--- src/sv/decimal_seven_segment_digits_macros.svh ---
// Assertion macros for the decimal seven-segment digit block.
// Used by the top level only; no other dependencies.
`ifndef DECIMAL_SEVEN_SEGMENT_DIGITS_MACROS_SVH
`define DECIMAL_SEVEN_SEGMENT_DIGITS_MACROS_SVH

// same-cycle implication
`define DSSD_ASSERT_NOW(label, clk, rst, a, b) \
  label: assert property (@(posedge clk) disable iff (rst) (a) |-> (b)) \
    else $error("dssd: same-cycle check failed");

// next-cycle implication
`define DSSD_ASSERT_NEXT(label, clk, rst, a, b) \
  label: assert property (@(posedge clk) disable iff (rst) (a) |=> (b)) \
    else $error("dssd: next-cycle check failed");

`endif

--- src/sv/dssd_pkg.sv ---
// Shared widths, types and the segment lookup for the digit row block.
// No dependencies.
`timescale 1ns / 1ps

package dssd_pkg;

  localparam int NUMBER_W = 32;
  localparam int DIGIT_W  = 4;
  localparam int SEG_W    = 7;
  localparam int POS_W    = 4;
  localparam int CX_W     = 6;

  typedef logic [DIGIT_W-1:0] digit_t;
  typedef logic [SEG_W-1:0]   seg_t;

  typedef struct packed {
    logic busy;
    logic done;
  } conv_t;

  // bit k = segment k: top, upper left, upper right, middle, lower left, lower right, bottom
  function automatic seg_t seg_of(input digit_t d);
    seg_t s;
    case (d)
      4'd0:    s = 7'h77;
      4'd1:    s = 7'h24;
      4'd2:    s = 7'h5D;
      4'd3:    s = 7'h6D;
      4'd4:    s = 7'h2E;
      4'd5:    s = 7'h6B;
      4'd6:    s = 7'h7B;
      4'd7:    s = 7'h25;
      4'd8:    s = 7'h7F;
      4'd9:    s = 7'h6F;
      default: s = '0;
    endcase
    return s;
  endfunction

endpackage

--- src/sv/dssd_in_if.sv ---
// Input channel: one binary number per word.
// Depends on dssd_pkg.
`timescale 1ns / 1ps

interface dssd_in_if;
  logic                          valid;
  logic                          ready;
  logic [dssd_pkg::NUMBER_W-1:0] number;

  modport source (output valid, output number, input ready);
  modport sink (input valid, input number, output ready);
endinterface

--- src/sv/dssd_out_if.sv ---
// Output channel: one displayed digit per word.
// Depends on dssd_pkg.
`timescale 1ns / 1ps

interface dssd_out_if;
  logic                               valid;
  logic                               ready;
  logic [dssd_pkg::DIGIT_W-1:0]       digit;
  logic [dssd_pkg::SEG_W-1:0]         segments;
  logic [dssd_pkg::POS_W-1:0]         position;
  logic signed [dssd_pkg::CX_W-1:0]   center_x;
  logic                               last;

  modport source (output valid, output digit, output segments, output position,
                  output center_x, output last, input ready);
  modport sink (input valid, input digit, input segments, input position,
                input center_x, input last, output ready);
endinterface

--- src/sv/decimal_seven_segment_digits.sv ---
// Decimal seven-segment digit row: top level.
// Uses dssd_pkg, dssd_in_if, dssd_out_if, dssd_dabble, dssd_emit and the macros header.
//
// Usage:
//   numbers carries one unsigned binary number per word (low VALUE_WIDTH bits used).
//   digits carries the decimal digits of that number, most significant first,
//   leading zeros dropped (zero gives one digit 0); each word has the digit, its
//   segment mask, its index, its center in quarter units and a last flag.
//   Only the lowest MAX_DIGITS digits are shown.
// Timing (NDIG = decimal digits needed for VALUE_WIDTH bits, 10 by default):
//   the converter takes one bit per cycle; the sequencer then scans the NDIG
//   digits, drops leading ones one per cycle, and sends one digit per cycle when
//   digits.ready does not stall it. A new number is taken once the last digit
//   sits in the output register.
// Reset (rst, synchronous): converter and sequencer go idle, the output register
//   empties; numbers.ready stays low while rst is high.
// Stalls: when digits.ready is low, the current digit holds in the output
//   register and the sequencer waits; no digit is lost or repeated.
`timescale 1ns / 1ps
`include "decimal_seven_segment_digits_macros.svh"

module decimal_seven_segment_digits #(
  parameter int VALUE_WIDTH = 32,
  parameter int MAX_DIGITS  = 10
) (
  input  logic        clk,
  input  logic        rst,
  dssd_in_if.sink     numbers,
  dssd_out_if.source  digits
);
  import dssd_pkg::*;

  // decimal digits needed for VALUE_WIDTH bits
  localparam int NDIG = (VALUE_WIDTH * 30103) / 100000 + 1;

  conv_t                   conv;
  logic [NDIG*DIGIT_W-1:0] bcd;
  logic                    emit_busy;
  logic                    start;

  assign numbers.ready = !rst && !(conv.busy || conv.done || emit_busy);
  assign start         = numbers.valid && numbers.ready;

  dssd_dabble #(
    .VALUE_WIDTH (VALUE_WIDTH),
    .NDIG        (NDIG)
  ) u_dabble (
    .clk    (clk),
    .rst    (rst),
    .start  (start),
    .number (numbers.number),
    .conv   (conv),
    .bcd    (bcd)
  );

  dssd_emit #(
    .NDIG       (NDIG),
    .MAX_DIGITS (MAX_DIGITS)
  ) u_emit (
    .clk    (clk),
    .rst    (rst),
    .load   (conv.done),
    .bcd    (bcd),
    .busy   (emit_busy),
    .digits (digits)
  );

  `DSSD_ASSERT_NOW(a_accept_idle, clk, rst, start, !conv.busy && !emit_busy)
  `DSSD_ASSERT_NOW(a_done_idle, clk, rst, conv.done, !emit_busy && !conv.busy)
  `DSSD_ASSERT_NEXT(a_done_loads, clk, rst, conv.done, emit_busy)

endmodule

--- src/sv/dssd_dabble.sv ---
// Bit-serial binary to BCD converter (shift and add-3), one bit per cycle.
// Depends on dssd_pkg.
`timescale 1ns / 1ps

module dssd_dabble #(
  parameter int VALUE_WIDTH = 32,
  parameter int NDIG        = 10
) (
  input  logic                            clk,
  input  logic                            rst,
  input  logic                            start,
  input  logic [dssd_pkg::NUMBER_W-1:0]   number,
  output dssd_pkg::conv_t                 conv,
  output logic [NDIG*dssd_pkg::DIGIT_W-1:0] bcd
);
  import dssd_pkg::*;

  localparam int IN_W  = (VALUE_WIDTH < NUMBER_W) ? VALUE_WIDTH : NUMBER_W;
  localparam int CNT_W = $clog2(VALUE_WIDTH + 1);
  localparam int BCD_W = NDIG * DIGIT_W;

  logic [VALUE_WIDTH-1:0] shreg;
  logic [CNT_W-1:0]       cnt;
  logic [BCD_W-1:0]       corr;

  always_comb begin
    for (int i = 0; i < NDIG; i++) begin
      if (bcd[i*DIGIT_W +: DIGIT_W] >= DIGIT_W'(5)) begin
        corr[i*DIGIT_W +: DIGIT_W] = bcd[i*DIGIT_W +: DIGIT_W] + DIGIT_W'(3);
      end else begin
        corr[i*DIGIT_W +: DIGIT_W] = bcd[i*DIGIT_W +: DIGIT_W];
      end
    end
  end

  always_ff @(posedge clk) begin
    if (rst) begin
      conv <= '0;
      cnt  <= '0;
    end else begin
      conv.done <= conv.busy && (cnt == CNT_W'(1));
      if (start) begin
        conv.busy <= 1'b1;
        cnt       <= CNT_W'(VALUE_WIDTH);
      end else if (conv.busy) begin
        cnt <= cnt - CNT_W'(1);
        if (cnt == CNT_W'(1)) begin
          conv.busy <= 1'b0;
        end
      end
    end
  end

  always_ff @(posedge clk) begin
    if (start) begin
      shreg <= VALUE_WIDTH'(number[IN_W-1:0]);
      bcd   <= '0;
    end else if (conv.busy) begin
      shreg <= shreg << 1;
      bcd   <= {corr[BCD_W-2:0], shreg[VALUE_WIDTH-1]};
    end
  end

endmodule

--- src/sv/dssd_emit.sv ---
// Digit sequencer: drops leading zeros and digits above the shown window one per cycle,
// then sends one digit per word with segments, index and centre. Depends on dssd_pkg.
`timescale 1ns / 1ps

module dssd_emit #(
  parameter int NDIG       = 10,
  parameter int MAX_DIGITS = 10
) (
  input  logic                              clk,
  input  logic                              rst,
  input  logic                              load,
  input  logic [NDIG*dssd_pkg::DIGIT_W-1:0] bcd,
  output logic                              busy,
  dssd_out_if.source                        digits
);
  import dssd_pkg::*;

  localparam int SHOW  = (NDIG < MAX_DIGITS) ? NDIG : MAX_DIGITS;
  localparam int SH_W  = NDIG * DIGIT_W;
  localparam int CNT_W = $clog2(NDIG + 1);

  localparam logic [1:0] ST_IDLE = 2'd0;
  localparam logic [1:0] ST_SCAN = 2'd1;
  localparam logic [1:0] ST_EMIT = 2'd2;

  logic [1:0]       state;
  logic [SH_W-1:0]  dig;
  logic [CNT_W-1:0] cnt;
  logic [POS_W-1:0] pos;
  logic [CX_W-1:0]  cx;
  logic [CX_W-1:0]  span;
  logic             hit;
  logic             drop;
  digit_t           top;

  assign top  = dig[SH_W-1 -: DIGIT_W];
  assign span = CX_W'(cnt - CNT_W'(1));
  assign busy = (state != ST_IDLE);
  // digits above the shown window always go; a nonzero one among them stops suppression
  assign drop = (cnt > CNT_W'(SHOW)) || (cnt > CNT_W'(1) && top == '0 && !hit);

  always_ff @(posedge clk) begin
    if (rst) begin
      state        <= ST_IDLE;
      digits.valid <= 1'b0;
    end else begin
      if (digits.ready && state != ST_EMIT) begin
        digits.valid <= 1'b0;
      end
      case (state)
        ST_IDLE: begin
          if (load) begin
            state <= ST_SCAN;
          end
        end
        ST_SCAN: begin
          if (!drop) begin
            state <= ST_EMIT;
          end
        end
        ST_EMIT: begin
          if (!digits.valid || digits.ready) begin
            digits.valid <= 1'b1;
            if (cnt == CNT_W'(1)) begin
              state <= ST_IDLE;
            end
          end
        end
        default: state <= ST_IDLE;
      endcase
    end
  end

  always_ff @(posedge clk) begin
    case (state)
      ST_IDLE: begin
        if (load) begin
          dig <= bcd;
          cnt <= CNT_W'(NDIG);
          hit <= 1'b0;
        end
      end
      ST_SCAN: begin
        if (drop) begin
          dig <= dig << DIGIT_W;
          cnt <= cnt - CNT_W'(1);
          hit <= hit || (top != '0);
        end else begin
          pos <= '0;
          cx  <= -(span + (span << 1));
        end
      end
      ST_EMIT: begin
        if (!digits.valid || digits.ready) begin
          digits.digit    <= top;
          digits.segments <= seg_of(top);
          digits.position <= pos;
          digits.center_x <= cx;
          digits.last     <= (cnt == CNT_W'(1));
          dig             <= dig << DIGIT_W;
          cnt             <= cnt - CNT_W'(1);
          pos             <= pos + POS_W'(1);
          cx              <= cx + CX_W'(6);
        end
      end
      default: ;
    endcase
  end

endmodule

--- src/flat_wrapper.sv ---
// flat-port wrapper written by rule: the top's interface ports become plain ports
module decimal_seven_segment_digits_flat import dssd_pkg::*;
#(
  parameter int VALUE_WIDTH = 32,
  parameter int MAX_DIGITS  = 10
)
  (clk, rst, numbers_valid, numbers_number, numbers_ready, digits_valid, digits_digit, digits_segments, digits_position, digits_center_x, digits_last, digits_ready);
  dssd_in_if numbers_i ();
  dssd_out_if digits_i ();
  input  logic clk;
  input  logic rst;
  input wire logic [$bits(numbers_i.valid)-1:0] numbers_valid;
  input wire logic [$bits(numbers_i.number)-1:0] numbers_number;
  output wire logic [$bits(numbers_i.ready)-1:0] numbers_ready;
  output wire logic [$bits(digits_i.valid)-1:0] digits_valid;
  output wire logic [$bits(digits_i.digit)-1:0] digits_digit;
  output wire logic [$bits(digits_i.segments)-1:0] digits_segments;
  output wire logic [$bits(digits_i.position)-1:0] digits_position;
  output wire logic [$bits(digits_i.center_x)-1:0] digits_center_x;
  output wire logic [$bits(digits_i.last)-1:0] digits_last;
  input wire logic [$bits(digits_i.ready)-1:0] digits_ready;
  assign numbers_i.valid = numbers_valid;
  assign numbers_i.number = numbers_number;
  assign numbers_ready = numbers_i.ready;
  assign digits_valid = digits_i.valid;
  assign digits_digit = digits_i.digit;
  assign digits_segments = digits_i.segments;
  assign digits_position = digits_i.position;
  assign digits_center_x = digits_i.center_x;
  assign digits_last = digits_i.last;
  assign digits_i.ready = digits_ready;
  decimal_seven_segment_digits #(.VALUE_WIDTH(VALUE_WIDTH), .MAX_DIGITS(MAX_DIGITS)) u_core (.clk(clk), .rst(rst), .numbers(numbers_i), .digits(digits_i));
endmodule
--- config.mk ---
export PLATFORM = sky130hd
export DESIGN_NAME = decimal_seven_segment_digits_flat
export DESIGN_NICKNAME = d
export VERILOG_FILES = /design/src/sv/dssd_pkg.sv /design/src/sv/dssd_in_if.sv /design/src/sv/dssd_out_if.sv /design/src/sv/decimal_seven_segment_digits.sv /design/src/sv/dssd_dabble.sv /design/src/sv/dssd_emit.sv /design/src/flat_wrapper.sv
export VERILOG_INCLUDE_DIRS = /design/src /design/src/sv
export SDC_FILE = /design/constraint.sdc
export NUM_CORES = 1
export LEC_CHECK = 0
export BUFFER_PORTS_ARGS = -buffer_cell sky130_fd_sc_hd__buf_2
export CAP_MARGIN = 10
export CORE_ASPECT_RATIO = 2
export CORE_MARGIN = 2
export CORE_UTILIZATION = 45
export DETAILED_ROUTE_END_ITERATION = 8
export GPL_ROUTABILITY_DRIVEN = 1
export SYNTH_ARGS = -nofsm -noshare
export SYNTH_HDL_FRONTEND = slang
export SYNTH_SLANG_ARGS = --single-unit
export TNS_END_PERCENT = 50
--- constraint.sdc ---
create_clock -name clk -period 4.2 [get_ports clk]
set_input_delay 0.21 -clock clk [delete_from_list [all_inputs] [get_ports clk]]
set_output_delay 0.21 -clock clk [all_outputs]
set_load 0.02 [all_outputs]
* Word-level counts from Yosys, hierarchy flattened
Memories as Yosys holds them, arrays and structs flattened. A register that Yosys moved wholly into a read port is not among the register bits.
Index checks and enable logic that the tools add are counted.
** Operators by class
- $add $sub $neg :: 17
- Order comparisons :: 12
- Eq/ne operators :: 10
- Muxes and demuxes :: 42
- Reductions and logical operators :: 29
** Operator list (number)
- $mux 40 :: 3
- $pmux 40 s3 :: 1
- $mux 32 :: 2
- $mux 4 :: 14
- $ge 4x3->1 const B :: 10
- $add 4x2->4 const B :: 9
- $mux 6 :: 4
- $pmux 4 s3 :: 1
- $pmux 6 s2 :: 1
- $ne 2x2->1 const B :: 5
- $mux 1 :: 8
- $mux 2 :: 4
- $pmux 4 s2 :: 1
- $reduce_and 4->1 :: 2
- $reduce_bool 2->1 :: 4
- $add 6x3->6 const B :: 1
- $add 6x6->6 :: 1
- $eq 6x1->1 const B :: 1
- $logic_and 1x1->1 :: 6
- $neg 6->6 :: 1
- $pmux 2 s3 :: 1
- $reduce_and 3->1 :: 2
- $sub 6x1->6 const B :: 1
- $logic_or 1x1->1 :: 5
- 19 further kinds :: 22
** Word-level totals
- Bits in registers :: 153
- Bits in read-only memories :: 112
- Bits of input ports :: 36
- Output and inout port bits :: 24
- Word-level logic and storage cells :: 128
- Memories :: 1
** Memory list
- (no name shown) :: words 16, width 7, rd ports 1, clocked after memory_dff 1, wr ports 0, RTL line dssd_pkg.sv:24 : case (d)

* Longest topological paths before layout
- Depth in word-level cells :: 6
- Depth in mapped cells :: 12
- Mapped depth without buffers :: 10

* By module
From an unflattened synthesis, not the netlist that was laid out.
** Second synthesis, totals
- Cell total of the unflattened synthesis :: 680
- Area total of the unflattened synthesis :: 8051.5 um^2
** Modules (own cells, without submodules)
- dssd_dabble :: instances 1, cells an instance 410, area an instance 4189.0 um^2, seq. area each 1921.8 um^2
- dssd_emit :: instances 1, cells an instance 268, area an instance 3843.7 um^2, seq. area each 2372.3 um^2
- decimal_seven_segment_digits :: instances 1, cells an instance 2, area an instance 18.8 um^2, seq. area each 0.0 um^2

* Worst setup path after synthesis
Ideal clock, no wire load.
- Path kind :: register to register
- Start point :: reg u_core.u_emit.cnt[0]
- End point :: reg u_core.u_emit.cx[5], data pin
- Setup time :: 0.259 ns
- Arrival :: 2.672 ns
- Required time :: 3.941 ns
- Setup slack :: 1.269 ns
- Cell stages (with the launch flop) :: 13
- Path buffers :: 2
- Period minus slack after synthesis :: 2.931 ns
- Cell sequence :: edfxtp_1 -> clkbuf_1 -> inv_1 -> ha_1 -> buf_2 -> xor2_2 -> inv_2 -> ha_1 -> ha_1 -> and3_1 -> o31a_1 -> o21a_1 -> o31a_1
** On the way
- Cells in the longest elaborated chain, start to end :: 5
** RTL lines
- from (decl) :: RTL line dssd_emit.sv:28 : logic [CNT_W-1:0] cnt;
- from (signal assigned) :: RTL line dssd_emit.sv:79 : cnt <= CNT_W'(NDIG);
- from (signal assigned) :: RTL line dssd_emit.sv:86 : cnt <= cnt - CNT_W'(1);
- from (signal assigned) :: RTL line dssd_emit.sv:101 : cnt <= cnt - CNT_W'(1);
- $sub 4x1->5 :: RTL line dssd_emit.sv:37 : assign span = CX_W'(cnt - CNT_W'(1));
- named net u_core.u_emit.span[0] :: RTL line dssd_emit.sv:31 : logic [CX_W-1:0] span;
- $add 6x6->6 :: RTL line dssd_emit.sv:90 : cx <= -(span + (span << 1));
- $neg 6->6 :: RTL line dssd_emit.sv:90
- $mux 6 :: RTL line dssd_emit.sv:84 : if (drop) begin
- $pmux 6 s2 :: RTL line dssd_emit.sv:75 : case (state)
- to (signal assigned) :: RTL line dssd_emit.sv:90
- to (signal assigned) :: RTL line dssd_emit.sv:103 : cx <= cx + CX_W'(6);
- to (decl) :: RTL line dssd_emit.sv:30 : logic [CX_W-1:0] cx;
The timed path passes the listed nets, and every way through them passes these cells. The select of a mux whose other input is x is not followed.
A chain may end at the register's enable or synchronous reset.

* Worst setup path in the final report
Ends and elaborated chain as after synthesis.

==> key figures <==
Critical path
  – Worst Setup SP: u_core.u_emit.cnt[0]
  – Required time at the endpoint of the critical path: 4370 ps
  – CP max FO: 10
  – Worst Path Class, Setup: reg -> reg
  – Data arrival at the endpoint of the critical path: 3270 ps
  – Worst reg2reg path startpoint: u_core.u_emit.cnt[0]
  – Critical path endpoint category: flip-flop
  – Crit start category: flip-flop

Clocking
  – Root buf cell: sky130_fd_sc_hd__clkbuf_16
  – CTS Hold Bufs: 0
  – Count of buffers added by post-CTS timing repair for setup: 0
  – Num CTS Buffers: 17
  – # resized after CTS: 0
  – Clock buffer depth: 2
  – CTS clk-pin slew, worst paths: 70 ps
  – TritonCTS clock tree: yes
  – Clock sink count: 160
  – H-tree depth: 4
  – Clock latency on the worst-skew pair: 420 ps

Yosys
  – Library cell with the largest summed area after synthesis: sky130_fd_sc_hd__edfxtp_1
  – Library cell with the highest instance count after synthesis: sky130_fd_sc_hd__nand2_1
  – Number of synthesized register bits: 160
  – EDFF count, synth: 109
  – Main synth FF type: sky130_fd_sc_hd__edfxtp_1
  – Post-Synthesis Mean Instance Area: 10.5 um^2
  – Async set or reset register ratio after synthesis: 0%
  – Yosys top cell area share: 42.8%
  – Cell area after synthesis: 7640 um^2
  – Leading post-synthesis cells by instance count: 152 x sky130_fd_sc_hd__nand2_1, 109 x sky130_fd_sc_hd__edfxtp_1, 51 x sky130_fd_sc_hd__dfxtp_1
  – Number of nets produced by synthesis: 808
  – Synthesis Warnings: 0
  – Sequential share of the synthesized area: 56.2%
  – Dominant cells by area after synthesis: sky130_fd_sc_hd__edfxtp_1 43%, sky130_fd_sc_hd__dfxtp_1 13%, sky130_fd_sc_hd__nand2_1 7.5%
  – Cell count after synthesis: 730
  – Count of cell types in the netlist: 40

STA
  – Fmax achieved: 323 MHz
  – Max_slew headroom: 31.4%
  – Worst Hold Margin: 47.2 ps
  – Period Utilization, post-route: 73.8%
  – Slew Viols, Final: 0
  – Final clock skew: 8.51 ps
  – Setup TNS: 0 ps
  – Minimum clock period: 3100 ps
  – Setup repair after global routing missed its margin: false
  – Number of failing hold endpoints at the final stage: 0
  – Final Setup Violations: 0
  – Slew at the pin closest to its max-slew limit: 1020 ps

Power and ir drop
  – Power per standard cell area: 520 nW/um^2
  – Share of total power in the clock network: 37.2%
  – Register share of total power: 45.5%
  – Net Sw Power: 0.00123 W
  – Leakage power of the design: 3.40 nW
  – Part of the power in combinational logic: 17.4%
  – Proportion of total power due to net switching: 27.1%
  – Maximum resistive drop on vdd: 0.326 mV
  – Post-layout total power: 0.00456 W
  – Internal power contribution: 0.00333 W

Drt
  – Antenna-violating nets left: 0
  – Sum of routed wire length over all layers: 15.1 mm
  – 1st-iter DRT viols: 202
  – Wirelength per Cell: 15.1 um
  – Vias per cell: 5.26
  – Via count: 5255
  – Number of design rule violations left after detail routing: 0
  – Iteration count of the initial detailed-routing pass: 4

GRT
  – Vias in the first global route: 5332
  – Gr ovfl total: 0
  – Antenna violations before repair: 0
  – Pin count of the biggest net entering global routing: 69
  – Global-route usage over all layers: 17.6%
  – Wire length of the first global-routing pass: 24.8 mm

Floorplanning
  – Initial Util: 45.8%
  – Cell Rows: 67
  – DIE AREA: 18100 um^2
  – Die X: 96.1 um
  – Vertical die dimension: 188 um
  – I/O pin total: 60
  – Std-Cell Core Area: 16700 um^2

Place
  – DP Wirelength: 10.5 mm
  – Final weighted congestion in routability-driven placement: 0.820
  – Port Buffers: 59

Worst hold path
  – Worst Min Path Start: numbers_number[5]
  – Hold Path Class: in -> reg

Final layout
  – Diodes inserted: 0
  – Area overhead of the layout relative to synthesis: 14.7%
  – Final nets: 858
  – Layout cells sized above 1: 15.1%
  – Filler cell count in the final layout: 1520

Status
  – Result of the run: finished, final reports clean

Job
  – Max-cap check violation count: 0
## metal layers
layer / vias to the layer above / track usage (%) / wire length (um)
met5: - / 0 / 0
met4: 0 / 8.08 / 420
met3: 28 / 3.16 / 377
met2: 83 / 34.2 / 8970
met1: 2539 / 16.9 / 5370
li1: 2605 / - / -
## logic make-up (layout without fill, tap and decap cells)
| logic type | Yosys count | after routing | synth area share [%] |
|---|---|---|---|
| AO/OA/AOI/OAI | 117 | 117 | 8.76 |
| XOR/XNOR | 33 | 33 | 3.88 |
| adder cells (fa/ha/maj) | 42 | 42 | 6.88 |
| buffers and inverters | 72 | 135 | 3.62 |
| flip-flops | 160 | 160 | 56.2 |
| multiplexers | 42 | 42 | 5.80 |
| AND/OR/NAND/NOR | 264 | 264 | 14.9 |
## worst paths after layout
path / cells past startpoint / slack [ps] / endpoint
worst max-delay path: 10 / 1100 / u_core.u_emit.cx[5]
worst min-delay path: 3 / 50 / u_core.u_dabble.shreg[5]
worst max register to register: 10 / 1100 / u_core.u_emit.cx[5]
worst min register to register: 0 / 420 / u_core.u_emit.digits.center_x[0]
## registers in the layout (all words and copies together), names as in the netlist
signal                         count
u_core.u_emit.digits.last          1
u_core.u_emit.digits.digit         4
u_core.u_emit.digits.valid         1
u_core.u_emit.pos                  4
u_core.u_emit.cx                   6
u_core.u_emit.digits.center_x      6
u_core.u_dabble.conv               2
u_core.u_emit.hit                  1
u_core.u_emit.digits.position      4
u_core.u_emit.cnt                  4
u_core.u_emit.digits.segments      7
u_core.u_emit.dig                 40
u_core.u_dabble.shreg             32
u_core.u_emit.state                2
u_core.u_dabble.bcd               40
u_core.u_dabble.cnt                6
## metrics by stage
step | cell area (um^2) | std cells | setup WS [ps] | util, %
finish | 8760 | 1000 | 1100 | 52.5
global route | 8760 | 1000 | 961 | 52.5
CTS | 8760 | 1000 | 1130 | 52.5
detailed placement | 8120 | 968 | 1140 | 48.7
global placement | 8120 | 968 | 1220 | 48.7
floorplan | 7640 | 730 | 1270 | -
## cells in the final DEF, fill, tap and decap left out, types with 3 or more instances in the layout
master                      count
sky130_fd_sc_hd__nand2_1      152
sky130_fd_sc_hd__edfxtp_1     109
sky130_fd_sc_hd__buf_2         59
sky130_fd_sc_hd__dfxtp_1       50
sky130_fd_sc_hd__o21ai_0       48
sky130_fd_sc_hd__nor2_1        43
sky130_fd_sc_hd__ha_1          42
sky130_fd_sc_hd__a21oi_1       37
sky130_fd_sc_hd__inv_1         36
sky130_fd_sc_hd__mux2i_1       24
sky130_fd_sc_hd__xnor2_1       18
sky130_fd_sc_hd__mux2_2        18
sky130_fd_sc_hd__clkbuf_16     17
sky130_fd_sc_hd__nand2b_1      15
sky130_fd_sc_hd__nand3_1       15
sky130_fd_sc_hd__xor2_1        14
sky130_fd_sc_hd__o31ai_1       14
sky130_fd_sc_hd__nor3_1        11
sky130_fd_sc_hd__nor2b_1        8
sky130_fd_sc_hd__and2_1         7
sky130_fd_sc_hd__buf_4          7
sky130_fd_sc_hd__bufinv_16      5
sky130_fd_sc_hd__clkinv_4       5
sky130_fd_sc_hd__o22ai_1        4
sky130_fd_sc_hd__and3_1         3
sky130_fd_sc_hd__o21a_1         3
sky130_fd_sc_hd__clkbuf_1       3
## cell type report
type | count | area [um^2] | area share (%)
flip-flops and latches | 160 | 4300 | 49.0
inverters | 37 | 139 | 1.58
multi-input cells | 498 | 3080 | 35.1
clock inverters | 12 | 210 | 2.40
repair buffers | 66 | 348 | 3.97
clock buffers | 20 | 437 | 4.98
well taps | 207 | 259 | 2.96
## critical path, cell delays in order (launching register included)
cell and delay (ps):
sky130_fd_sc_hd__edfxtp_1 530, sky130_fd_sc_hd__inv_1 180, sky130_fd_sc_hd__ha_1 350, sky130_fd_sc_hd__xor2_2 290
sky130_fd_sc_hd__inv_2 70, sky130_fd_sc_hd__ha_1 210, sky130_fd_sc_hd__ha_1 320, sky130_fd_sc_hd__and3_1 160
sky130_fd_sc_hd__o31a_1 290, sky130_fd_sc_hd__o21a_1 170, sky130_fd_sc_hd__o31a_1 270
## power by group through the flow
stage | clock network [W] | logic (W) | registers (W)
finish | 0.00169 | 0.000792 | 0.00207
global route | 0.00179 | 0.000895 | 0.00209
CTS | 0.00173 | 0.000805 | 0.00207
detailed placement | 0 | 0.000797 | 0.00211
global placement | 0 | 0.000763 | 0.00209
floorplan | 0 | 0.000613 | 0.00206
(Power assumes the default switching activity.)
